`src/rtl/gdd_pkg.sv`:
```
// ----------------------------------------------------------------------------
// gdd_pkg: Gregorian day difference shared definitions
// Field widths, status codes, microcode format, program ROM and calendar
// tables for the day difference sequencer.
// ----------------------------------------------------------------------------
package gdd_pkg;

  localparam int YEAR_W  = 14;
  localparam int MON_W   = 4;
  localparam int DAY_W   = 5;
  localparam int COUNT_W = 22;
  localparam int STAT_W  = 2;
  localparam int ORD_W   = 23;
  localparam int STEP_W  = 4;

  localparam logic [COUNT_W-1:0] COUNT_MAX = '1;

  localparam logic [STAT_W-1:0] STAT_OK        = 2'd0;
  localparam logic [STAT_W-1:0] STAT_START_BAD = 2'd1;
  localparam logic [STAT_W-1:0] STAT_END_BAD   = 2'd2;

  localparam logic SEL_START = 1'b0;
  localparam logic SEL_END   = 1'b1;

  localparam logic [STEP_W-1:0] STEP_EMIT = 4'd10;

  typedef enum logic {
    S_IDLE,
    S_RUN
  } seq_state_t;

  typedef enum logic [2:0] {
    UOP_LEAP,
    UOP_CHECK,
    UOP_YEARS,
    UOP_CENT,
    UOP_MONTH,
    UOP_EMIT
  } uop_t;

  typedef struct packed {
    uop_t              uop;
    logic              sel;
    logic [STEP_W-1:0] target;
  } ctrl_word_t;

  function automatic ctrl_word_t ucode(input logic [STEP_W-1:0] pc);
    ctrl_word_t cw;
    case (pc)
      4'd0:    cw = '{UOP_LEAP,  SEL_START, STEP_EMIT};
      4'd1:    cw = '{UOP_LEAP,  SEL_END,   STEP_EMIT};
      4'd2:    cw = '{UOP_CHECK, SEL_START, STEP_EMIT};
      4'd3:    cw = '{UOP_CHECK, SEL_END,   STEP_EMIT};
      4'd4:    cw = '{UOP_YEARS, SEL_START, STEP_EMIT};
      4'd5:    cw = '{UOP_CENT,  SEL_START, STEP_EMIT};
      4'd6:    cw = '{UOP_MONTH, SEL_START, STEP_EMIT};
      4'd7:    cw = '{UOP_YEARS, SEL_END,   STEP_EMIT};
      4'd8:    cw = '{UOP_CENT,  SEL_END,   STEP_EMIT};
      4'd9:    cw = '{UOP_MONTH, SEL_END,   STEP_EMIT};
      default: cw = '{UOP_EMIT,  SEL_START, STEP_EMIT};
    endcase
    return cw;
  endfunction

  function automatic logic [DAY_W-1:0] month_days(input logic [MON_W-1:0] m,
                                                  input logic leap);
    logic [DAY_W-1:0] len;
    case (m)
      4'd2:                      len = leap ? 5'd29 : 5'd28;
      4'd4, 4'd6, 4'd9, 4'd11:   len = 5'd30;
      default:                   len = 5'd31;
    endcase
    return len;
  endfunction

  function automatic logic [8:0] days_before(input logic [MON_W-1:0] m);
    logic [8:0] db;
    case (m)
      4'd2:    db = 9'd31;
      4'd3:    db = 9'd59;
      4'd4:    db = 9'd90;
      4'd5:    db = 9'd120;
      4'd6:    db = 9'd151;
      4'd7:    db = 9'd181;
      4'd8:    db = 9'd212;
      4'd9:    db = 9'd243;
      4'd10:   db = 9'd273;
      4'd11:   db = 9'd304;
      4'd12:   db = 9'd334;
      default: db = 9'd0;
    endcase
    return db;
  endfunction

endpackage

```
`src/rtl/gregorian_day_difference.sv`:
```
// ----------------------------------------------------------------------------
// gregorian_day_difference: days between two Gregorian dates
// Microcoded sequencer that validates two dates, converts each to an
// ordinal day number and emits the clamped, saturated difference.
// ----------------------------------------------------------------------------
// One transfer in gives one transfer out. The block takes a new item only
// while idle; the microprogram then runs two leap-year steps, two validity
// checks, three ordinal steps per date and an emit step, one step per clock
// but for the emit step, which waits while the output register still holds
// an untaken result. A check that finds an invalid start or end date jumps
// straight to the emit step. Status 1 flags a bad start date, 2 a bad end
// date (start checked first); the count is then 0. A year above MAX_YEAR
// counts as invalid.
module gregorian_day_difference #(
  parameter int MAX_YEAR = 9999
) (
  input  logic                         clk,
  input  logic                         rst_n,
  input  logic                         in_valid,
  output logic                         in_stall,
  input  logic [gdd_pkg::YEAR_W-1:0]   in_start_year,
  input  logic [gdd_pkg::MON_W-1:0]    in_start_month,
  input  logic [gdd_pkg::DAY_W-1:0]    in_start_day,
  input  logic [gdd_pkg::YEAR_W-1:0]   in_end_year,
  input  logic [gdd_pkg::MON_W-1:0]    in_end_month,
  input  logic [gdd_pkg::DAY_W-1:0]    in_end_day,
  input  logic                         in_count_end_day,
  output logic                         out_valid,
  input  logic                         out_stall,
  output logic [gdd_pkg::COUNT_W-1:0]  out_day_count,
  output logic [gdd_pkg::STAT_W-1:0]   out_date_status
);
  import gdd_pkg::*;

  localparam logic [YEAR_W:0] MAX_YEAR_V = (YEAR_W+1)'(MAX_YEAR);

  seq_state_t          state_r, state_nxt;
  logic [STEP_W-1:0]   pc_r, pc_nxt;
  logic                out_valid_r, out_valid_nxt;

  logic [YEAR_W-1:0]   yr_r   [2];
  logic [MON_W-1:0]    mon_r  [2];
  logic [DAY_W-1:0]    day_r  [2];
  logic                inc_r;
  logic                leap_r [2];
  logic [ORD_W-1:0]    acc_r  [2];
  logic [STAT_W-1:0]   stat_r, stat_nxt;
  logic [COUNT_W-1:0]  cnt_out_r, cnt_out_nxt;
  logic [STAT_W-1:0]   stat_out_r, stat_out_nxt;

  ctrl_word_t          cw;
  logic                in_xfer;
  logic                out_free;
  logic [YEAR_W-1:0]   ysel;
  logic [MON_W-1:0]    msel;
  logic [DAY_W-1:0]    dsel;
  logic [ORD_W-1:0]    asel;
  logic [YEAR_W-1:0]   p;
  logic [26:0]         prod25;
  logic [9:0]          q25;
  logic [YEAR_W:0]     back25;
  logic                leap_calc;
  logic                date_ok;
  logic [22:0]         prod100;
  logic [7:0]          cent;
  logic [ORD_W-1:0]    acc_calc;
  logic [ORD_W-1:0]    diff;
  logic [ORD_W:0]      sum;

  assign in_stall  = (state_r == S_RUN);
  assign in_xfer   = in_valid && !in_stall;
  assign out_free  = !out_valid_r || !out_stall;
  assign out_valid = out_valid_r;
  assign out_day_count   = cnt_out_r;
  assign out_date_status = stat_out_r;

  assign cw   = ucode(pc_r);
  assign ysel = yr_r[cw.sel];
  assign msel = mon_r[cw.sel];
  assign dsel = day_r[cw.sel];
  assign asel = acc_r[cw.sel];
  assign p    = ysel - 14'd1;

  // year divisible by 25 test via reciprocal multiply
  assign prod25    = ysel * 13'd5243;
  assign q25       = prod25[26:17];
  assign back25    = {1'b0, q25, 4'b0} + {2'b0, q25, 3'b0} + {5'b0, q25};
  assign leap_calc = (ysel[1:0] == 2'b00) &&
                     ((back25 != {1'b0, ysel}) || (ysel[3:0] == 4'b0000));

  assign date_ok = (ysel != '0) && ({1'b0, ysel} <= MAX_YEAR_V) &&
                   (msel >= 4'd1) && (msel <= 4'd12) && (dsel != '0) &&
                   (dsel <= month_days(msel, leap_r[cw.sel]));

  // p/100 = (p/4)/25
  assign prod100 = p[YEAR_W-1:2] * 11'd1311;
  assign cent    = prod100[22:15];

  always_comb begin
    case (cw.uop)
      UOP_YEARS: acc_calc = ORD_W'(p) * 23'd365 + 23'(p[YEAR_W-1:2]);
      UOP_CENT:  acc_calc = asel - 23'(cent) + 23'(cent[7:2]);
      UOP_MONTH: acc_calc = asel + 23'(days_before(msel)) +
                            23'((msel > 4'd2) && leap_r[cw.sel]) + 23'(dsel);
      default:   acc_calc = asel;
    endcase
  end

  assign diff = (acc_r[0] < acc_r[1]) ? (acc_r[1] - acc_r[0]) : '0;
  assign sum  = {1'b0, diff} + 24'(inc_r);

  always_comb begin
    state_nxt     = state_r;
    pc_nxt        = pc_r;
    out_valid_nxt = out_valid_r;
    stat_nxt      = stat_r;
    cnt_out_nxt   = cnt_out_r;
    stat_out_nxt  = stat_out_r;
    if (out_valid_r && !out_stall) begin
      out_valid_nxt = 1'b0;
    end
    case (state_r)
      S_IDLE: begin
        if (in_xfer) begin
          state_nxt = S_RUN;
          pc_nxt    = '0;
          stat_nxt  = STAT_OK;
        end
      end
      S_RUN: begin
        case (cw.uop)
          UOP_CHECK: begin
            if (!date_ok) begin
              stat_nxt = (cw.sel == SEL_END) ? STAT_END_BAD : STAT_START_BAD;
              pc_nxt   = cw.target;
            end else begin
              pc_nxt = pc_r + 4'd1;
            end
          end
          UOP_EMIT: begin
            if (out_free) begin
              out_valid_nxt = 1'b1;
              stat_out_nxt  = stat_r;
              if (stat_r != STAT_OK) begin
                cnt_out_nxt = '0;
              end else if (sum > {2'b0, COUNT_MAX}) begin
                cnt_out_nxt = COUNT_MAX;
              end else begin
                cnt_out_nxt = sum[COUNT_W-1:0];
              end
              state_nxt = S_IDLE;
            end
          end
          default: pc_nxt = pc_r + 4'd1;
        endcase
      end
      default: state_nxt = S_IDLE;
    endcase
  end

  always_ff @(posedge clk) begin
    if (!rst_n) begin
      state_r     <= S_IDLE;
      pc_r        <= '0;
      out_valid_r <= 1'b0;
    end else begin
      state_r     <= state_nxt;
      pc_r        <= pc_nxt;
      out_valid_r <= out_valid_nxt;
    end
  end

  always_ff @(posedge clk) begin
    stat_r     <= stat_nxt;
    cnt_out_r  <= cnt_out_nxt;
    stat_out_r <= stat_out_nxt;
    if (in_xfer) begin
      yr_r[SEL_START]  <= in_start_year;
      mon_r[SEL_START] <= in_start_month;
      day_r[SEL_START] <= in_start_day;
      yr_r[SEL_END]    <= in_end_year;
      mon_r[SEL_END]   <= in_end_month;
      day_r[SEL_END]   <= in_end_day;
      inc_r            <= in_count_end_day;
    end
    if (state_r == S_RUN) begin
      if (cw.uop == UOP_LEAP) begin
        leap_r[cw.sel] <= leap_calc;
      end
      if ((cw.uop == UOP_YEARS) || (cw.uop == UOP_CENT) || (cw.uop == UOP_MONTH)) begin
        acc_r[cw.sel] <= acc_calc;
      end
    end
  end

endmodule

```
`config.mk`:
```
export PLATFORM = sky130hd
export DESIGN_NAME = gregorian_day_difference
export DESIGN_NICKNAME = d
export VERILOG_FILES = /design/src/rtl/gdd_pkg.sv /design/src/rtl/gregorian_day_difference.sv
export SDC_FILE = /design/constraint.sdc
export NUM_CORES = 1
export LEC_CHECK = 0
export BUFFER_PORTS_ARGS = -buffer_cell sky130_fd_sc_hd__buf_2
export CAP_MARGIN = 20
export CORE_UTILIZATION = 59
export DETAILED_ROUTE_END_ITERATION = 8
export PLACE_DENSITY_LB_ADDON = 0.08
export SLEW_MARGIN = 25
export SYNTH_ARGS = -nofsm -noshare
export SYNTH_HDL_FRONTEND = slang
export SYNTH_SLANG_ARGS = --single-unit
```
`constraint.sdc`:
```
create_clock -name clk -period 11.2 [get_ports clk]
set_input_delay 0.56 -clock clk [delete_from_list [all_inputs] [get_ports clk]]
set_output_delay 0.56 -clock clk [all_outputs]
set_load 0.03 [all_outputs]
```
After elaboration in Yosys (flattened, before gate mapping)
Memory sizes are Yosys's and may differ from the RTL's. A register that Yosys moved wholly into a read port is not among the register bits.
Index checks and enable logic that the tools add are counted.
{ "classes": {"n_mux": 32, "n_mul": 3, "n_lt_le_gt_ge": 7, "n_addsub": 12, "bitwise_logic": 1, "eq_ne": 15, "reduce_logical": 26} }
{ "ops": {"columns": ["operator", "n"], "rows": [
  ["case mux 23 bit (3 select lines)", 1],
  ["multiplier 14 x 13 -> 27 bit (second input constant)", 1],
  ["adder 23 x 1 -> 24 bit", 1],
  ["greater-than comparator 24 x 22 -> 1 bit (second input constant)", 1],
  ["adder 23 x 1 -> 23 bit", 1],
  ["adder 23 x 12 -> 23 bit", 1],
  ["adder 23 x 5 -> 23 bit", 1],
  ["adder 23 x 6 -> 23 bit", 1],
  ["adder 23 x 9 -> 23 bit", 1],
  ["less-than comparator 23 bit", 1],
  ["multiplier 12 x 11 -> 23 bit (second input constant)", 1],
  ["multiplier 14 x 9 -> 23 bit (second input constant)", 1],
  ["two-way mux 23 bit", 1],
  ["subtractor 23 bit", 1],
  ["subtractor 23 x 8 -> 23 bit", 1],
  ["two-way mux 22 bit", 1],
  ["two-way mux 4 bit", 4],
  ["case mux 4 bit (2 select lines)", 2],
  ["adder 14 x 13 -> 15 bit", 1],
  ["adder 15 x 10 -> 15 bit", 1],
  ["two-way mux 1 bit", 15],
  ["inequality test 15 x 14 -> 1 bit", 1],
  ["<= comparator 14 bit (second input constant)", 1],
  ["nonzero test 14 bit", 1],
  ["other kinds (30)", 54]
]} }
{ "totals": {"output_inout_bits": 26, "mem_bits_rw": 94, "regBits": 33, "n_memories": 7, "inputBits": 51, "wordCells": 110, "mem_bits_ro": 208} }
{ "mem_list": {"columns": ["name", "depth", "word_bits", "rd", "rd_clocked_by_memory_dff", "wr", "line", "text"], "rows": [
  ["(no name shown)", 16, 9, 1, 0, 0, "gdd_pkg.sv:78", "case (m)"],
  ["(no name shown)", 16, 4, 1, 1, 0, "gdd_pkg.sv:49", "case (pc)"],
  ["acc_r", 2, 23, 3, 0, 1, "gregorian_day_difference.sv:46", "logic [ORD_W-1:0] acc_r [2];"],
  ["yr_r", 2, 14, 1, 0, 2, "gregorian_day_difference.sv:41", "logic [YEAR_W-1:0] yr_r [2];"],
  ["day_r", 2, 5, 1, 0, 2, "gregorian_day_difference.sv:43", "logic [DAY_W-1:0] day_r [2];"],
  ["mon_r", 2, 4, 1, 0, 2, "gregorian_day_difference.sv:42", "logic [MON_W-1:0] mon_r [2];"],
  ["+1 memories", null, null, null, null, null, null, null]
]} }

Depth between registers and ports, before layout
An unclocked memory read counts as a cell.
{ "depth": {"ltp_word": 12, "mapped_depth": 47, "mapped_depth_nobuf": 43} }

Least setup slack after synthesis
OpenSTA, ideal clock, no wires.
{ "synth_path": {"path_kind": "register -> register", "startpoint": "register, netlist name cw[4]", "endpoint": "memory acc_r[0][21], data pin", "setup_slack_ns": -0.151, "setup_ns": 0.288, "path_buffers": 4, "period_less_slack_ns": 11.351, "arrival_time_ns": 11.062, "path_stages_with_launch": 46, "t_required_ns": 10.912, "path_cell_list": "dfxtp_1 > buf_2 > buf_2 > clkbuf_1 > buf_1 > mux2i_1 > ha_1 > nand2_1 > a21boi_0 > o21ai_0 > a21boi_0 > nand2_1 > xnor2_1 > inv_1 > fa_1 > inv_1 > ha_1 > inv_1 > [... 10 more ...] > a211oi_1 > o21bai_1 > a21o_1 > xnor2_1 > fa_1 > inv_1 > ha_1 > a21o_1 > a21o_1 > a21oi_1 > o21a_1 > o211ai_1 > o41ai_1 > o22ai_1 > o21ai_0 > nor2_1 > o21ai_0 > o2111ai_1"} }
{ "synth_between": {"elab_chain_cells": 7, "word_cells_on_any_way": 19, "classes_between": "add/sub: 7; mul: 2; order compare: 1; mux: 2; reduce/logical: 1; memory: 6"} }
{ "synth_rtl": {"columns": ["element", "line", "text"], "rows": [
  ["parallel branches: the longest is 6 deep, another holds multiplier 12 x 11 -> 23 bit", null, null],
  ["case mux 23 bit (3 select lines) (*)", "gregorian_day_difference.sv:100", "case (cw.uop)"],
  ["net acc_calc[21]", "gregorian_day_difference.sv:66", "logic [ORD_W-1:0] acc_calc;"],
  ["end, declared", "gregorian_day_difference.sv:46", null]
]} }
Mark *: on every way through the listed nets, which the timed path passes. The select of a mux whose other input is x is not followed.

Worst setup path in the final report
{ "layout_path": {"startpoint": "register, netlist name cw[4]", "endpoint": "memory acc_r[0][20], data pin"} }
{ "layout_between": {"elab_chain_cells": 7, "word_cells_on_any_way": 19, "classes_between": "add/sub: 7; mul: 2; order compare: 1; mux: 2; reduce/logical: 1; memory: 6"} }
{ "layout_rtl": {"columns": ["element", "line"], "rows": [
  ["parallel branches: the longest is 6 deep, another holds multiplier 12 x 11 -> 23 bit", null],
  ["case mux 23 bit (3 select lines) (*)", "gregorian_day_difference.sv:100"],
  ["net acc_calc[20]", "gregorian_day_difference.sv:66"]
]} }
Marked as above.

==> run_results.csv <==
group,metric,value,unit
timing,fin_skew,18.8,ps
placement,port_buffers,76,
yosys,synth_top_area_cell,"ha_1",
timing,max_freq,0.0958,GHz
detailed_routing,vias,14500,
timing,setup_viol,0,
finish,layout_commonest_cell,"inv_1",
yosys,yosysTopAreaCellShare,0.231,
cts,cts_tree,"done",
finish,n_antenna_cell,0,
die,start_util,0.599,
placement,routabilityCongestion,0.885,
worst_setup_path,r2r-end,"acc_r[0][20]",
yosys,synthFlopType,"edfxtp_1",
grt,grt-ovfl-total,0,
cts,h-tree-depth,4,
worst_setup_path,cp-end-kind,"flip-flop",
timing,worstMarginPinSlew,959,ps
worst_setup_path,path_max_fanout,15,
worst_setup_path,r2r-start,"cw[4]",
cts,cts.reportedPaths.clkPinSlew,70,ps
grt,track_usage,0.279,
die,die_y,184,µm
timing,finalCritPeriodShare,0.932,
yosys,syn-mean-instance-area,9.55,µm²
die,rows,66,
grt,use_met3,0.0265,
worst_setup_path,crit_top_cell,"ha_1",
yosys,synth_nets,2617,
grt,antenna_found_initial,0,
yosys,ys_seq_area_frac,0.197,
worst_setup_path,path_delay_family,"compound AO/OA/AOI/OAI gates",
worst_setup_path,slowest_stage,"fa_1",
grt,grt_pass1_wl,74400,µm
run_status,outcome,"finished, final reports clean",
detailed_routing,wl_per_cell,17.1,µm
worst_setup_path,rr_worst_depth,39,
finish,final_nets,2709,
yosys,synth.distinct_cells,79,
cts,clockRootBuffer,"clkbuf_16",
finish,final_layout_size_suffix_gt1_frac,0.0808,
hold_path,hold_path_class,"input pin to flip-flop",
cts,postCtsHoldBufs,0,
yosys,syn_inst,2036,
yosys,ys_ff_latch,131,
timing,finalHoldViolations,0,
yosys,ys_async_sr_fraction,0,
detailed_routing,drtPass1Iterations,5,
die,die_area,33700,µm²
worst_setup_path,critical_path_depth,39,
detailed_routing,ant_nets,0,
placement,dp_hpwl,37400,µm
worst_setup_path,cp_data_required_time,11350,ps
finish,synthToLayoutAreaGrowth,8.56,%
finish,layout_common_cells,"inv_1 (372), ha_1 (359), fa_1 (171), a21oi_1 (129), edfxtp_1 (121)",
cts,clk_latency,440,ps
detailed_routing,drt_wl_total,44300,µm
grt,busiest_layer,"met2",
timing,period_needed,10430,ps
worst_setup_path,crit_end,"acc_r[0][20]",
grt,gr-usage-met1,0.348,
timing,relSlewSlack,0.342,
worst_setup_path,cp-start-kind,"flip-flop",
detailed_routing,drc,0,
cts,clk_path_buf_depth,2,
die,ios,77,
detailed_routing,viasPerCell,5.60,
worst_setup_path,slowest_delay,550,ps
grt,groute.layer.met2.usage,0.507,
detailed_routing,first_iter_violations,585,
yosys,syn_area,19500,µm²
yosys,yosys_warnings,0,
worst_setup_path,worstSetupPathType,"flip-flop to flip-flop",
die,die_w,184,µm
cts,cts_setup_buffers,0,
die,core_area,32500,µm²
grt,first_global_vias,15000,
timing,finalSetupTns,0,ps
timing,grt_setup_unrepaired,"no",
flow_run,cap_violations,0,
cts,numCtsBuffers,17,
grt,grt_max_degree,49,
yosys,synthTopCellsByArea,"ha_1 (23%), edfxtp_1 (19%), fa_1 (18%)",
timing,drv_slew,0,
yosys,synth_edf_count,121,
worst_setup_path,worstSetupStartpoint,"cw[4]",
worst_setup_path,arrival,10580,ps
worst_setup_path,worst-r2r-setup-slack,770,ps
worst_setup_path,path_buf_inv,3,
cts,cts_resized,0,
cts,cts.sinks,131,
-- cell families (layout without fill, tap and decap cells) --
kind of cell	Yosys count	after routing	synth area share
AOI/OAI and AO/OA	422	422	0.137
buffers and inverters	411	516	0.0803
muxes	42	42	0.0227
xor gates and xnor gates	142	142	0.0639
and+or+nand+nor	357	357	0.0916
DFF	131	131	0.197
adders and majority gates	531	531	0.407
-- flip-flops by register name (all words and copies together), names as in the netlist --
signal           flops
stat_r               2
day_r               10
mon_r                8
out_day_count       22
out_valid            1
out_date_status      2
in_stall             1
cw                   4
pc_r                 4
inc_r                1
acc_r               46
yr_r                28
leap_r               2
-- worst register-to-register path, delay by kind of cell (launching register included) --
kind | cells | cell delay, ps
AO/OA/AOI/OAI | 18 | 4420
XOR/XNOR | 4 | 1020
adder cells (fa/ha/maj) | 9 | 2900
buffers and inverters | 3 | 370
flip-flops | 1 | 530
multiplexers | 1 | 440
AND/OR/NAND/NOR | 4 | 490
-- how the worst min path moves through the flow --
stage / cells past startpoint / end / from / slack [ps]
after CTS: 1 / yr_r[0][9] / in_start_year[9] / 280
after global placement: 0 / out_date_status[0] / stat_r[0] / 430
final: 1 / yr_r[0][9] / in_start_year[9] / 290
after floorplan: 0 / out_date_status[0] / stat_r[0] / 420
after global routing: 1 / yr_r[0][9] / in_start_year[9] / 280
after detailed placement: 0 / out_date_status[1] / stat_r[1] / 430
-- layer usage --
| metal | share of wire | wire length, µm |
|---|---|---|
| met3 | 0.031 | 1350 |
| met5 | 0 | 0 |
| met2 | 0.51 | 22600 |
| met1 | 0.44 | 19400 |
| met4 | 0.022 | 954 |
-- layout make-up --
cell class	count	area, µm²
Tap cell	442	553
Fill cell	2679	11300
Timing Repair Buffer	112	651
Inverter	372	1400
Clock buffer	22	485
Sequential cell	131	3840
Clock inverter	10	82.6
Multi-Input combinational cell	1494	14100
-- metrics by stage --
stage / utilization / std cells / setup slack (ps) / area [µm²] / hold slack (ps)
2_1_floorplan: - / 2036 / 38.1 / 19500 / 418
3_3_place_gp: 0.632 / 2551 / 495 / 20500 / 426
3_5_place_dp: 0.633 / 2551 / 166 / 20500 / 429
4_1_cts: 0.650 / 2583 / 130 / 21100 / 278
5_1_grt: 0.651 / 2583 / 59.6 / 21100 / 278
6_report: 0.651 / 2583 / 766 / 21100 / 286
-- cell usage after synthesis, drive strengths merged, types with 4 or more instances --
cell / number
a211oi: 7
edfxtp: 121
nor2b: 18
a21o: 45
clkbuf: 32
and2: 7
a2111oi: 5
a21boi: 5
nand3: 32
xor2: 50
o21ai: 94
o41ai: 4
ha: 359
a221oi: 5
o311ai: 4
and3: 22
or3: 7
nand2: 96
o211ai: 10
nor4: 9
o22ai: 14
xnor2: 92
inv: 372
a31o: 4
fa: 171
a21oi: 130
nor3: 26
o21a: 31
o21bai: 17
mux2i: 37
o221ai: 5
dfxtp: 10
and4: 4
mux2: 4
o31a: 5
a211o: 4
nand4: 15
nor2: 83
buf: 7
nand2b: 20
a31oi: 9
Power is not shown: default switching activity piles up to over one toggle a cycle in this logic, so the estimate is an artifact.
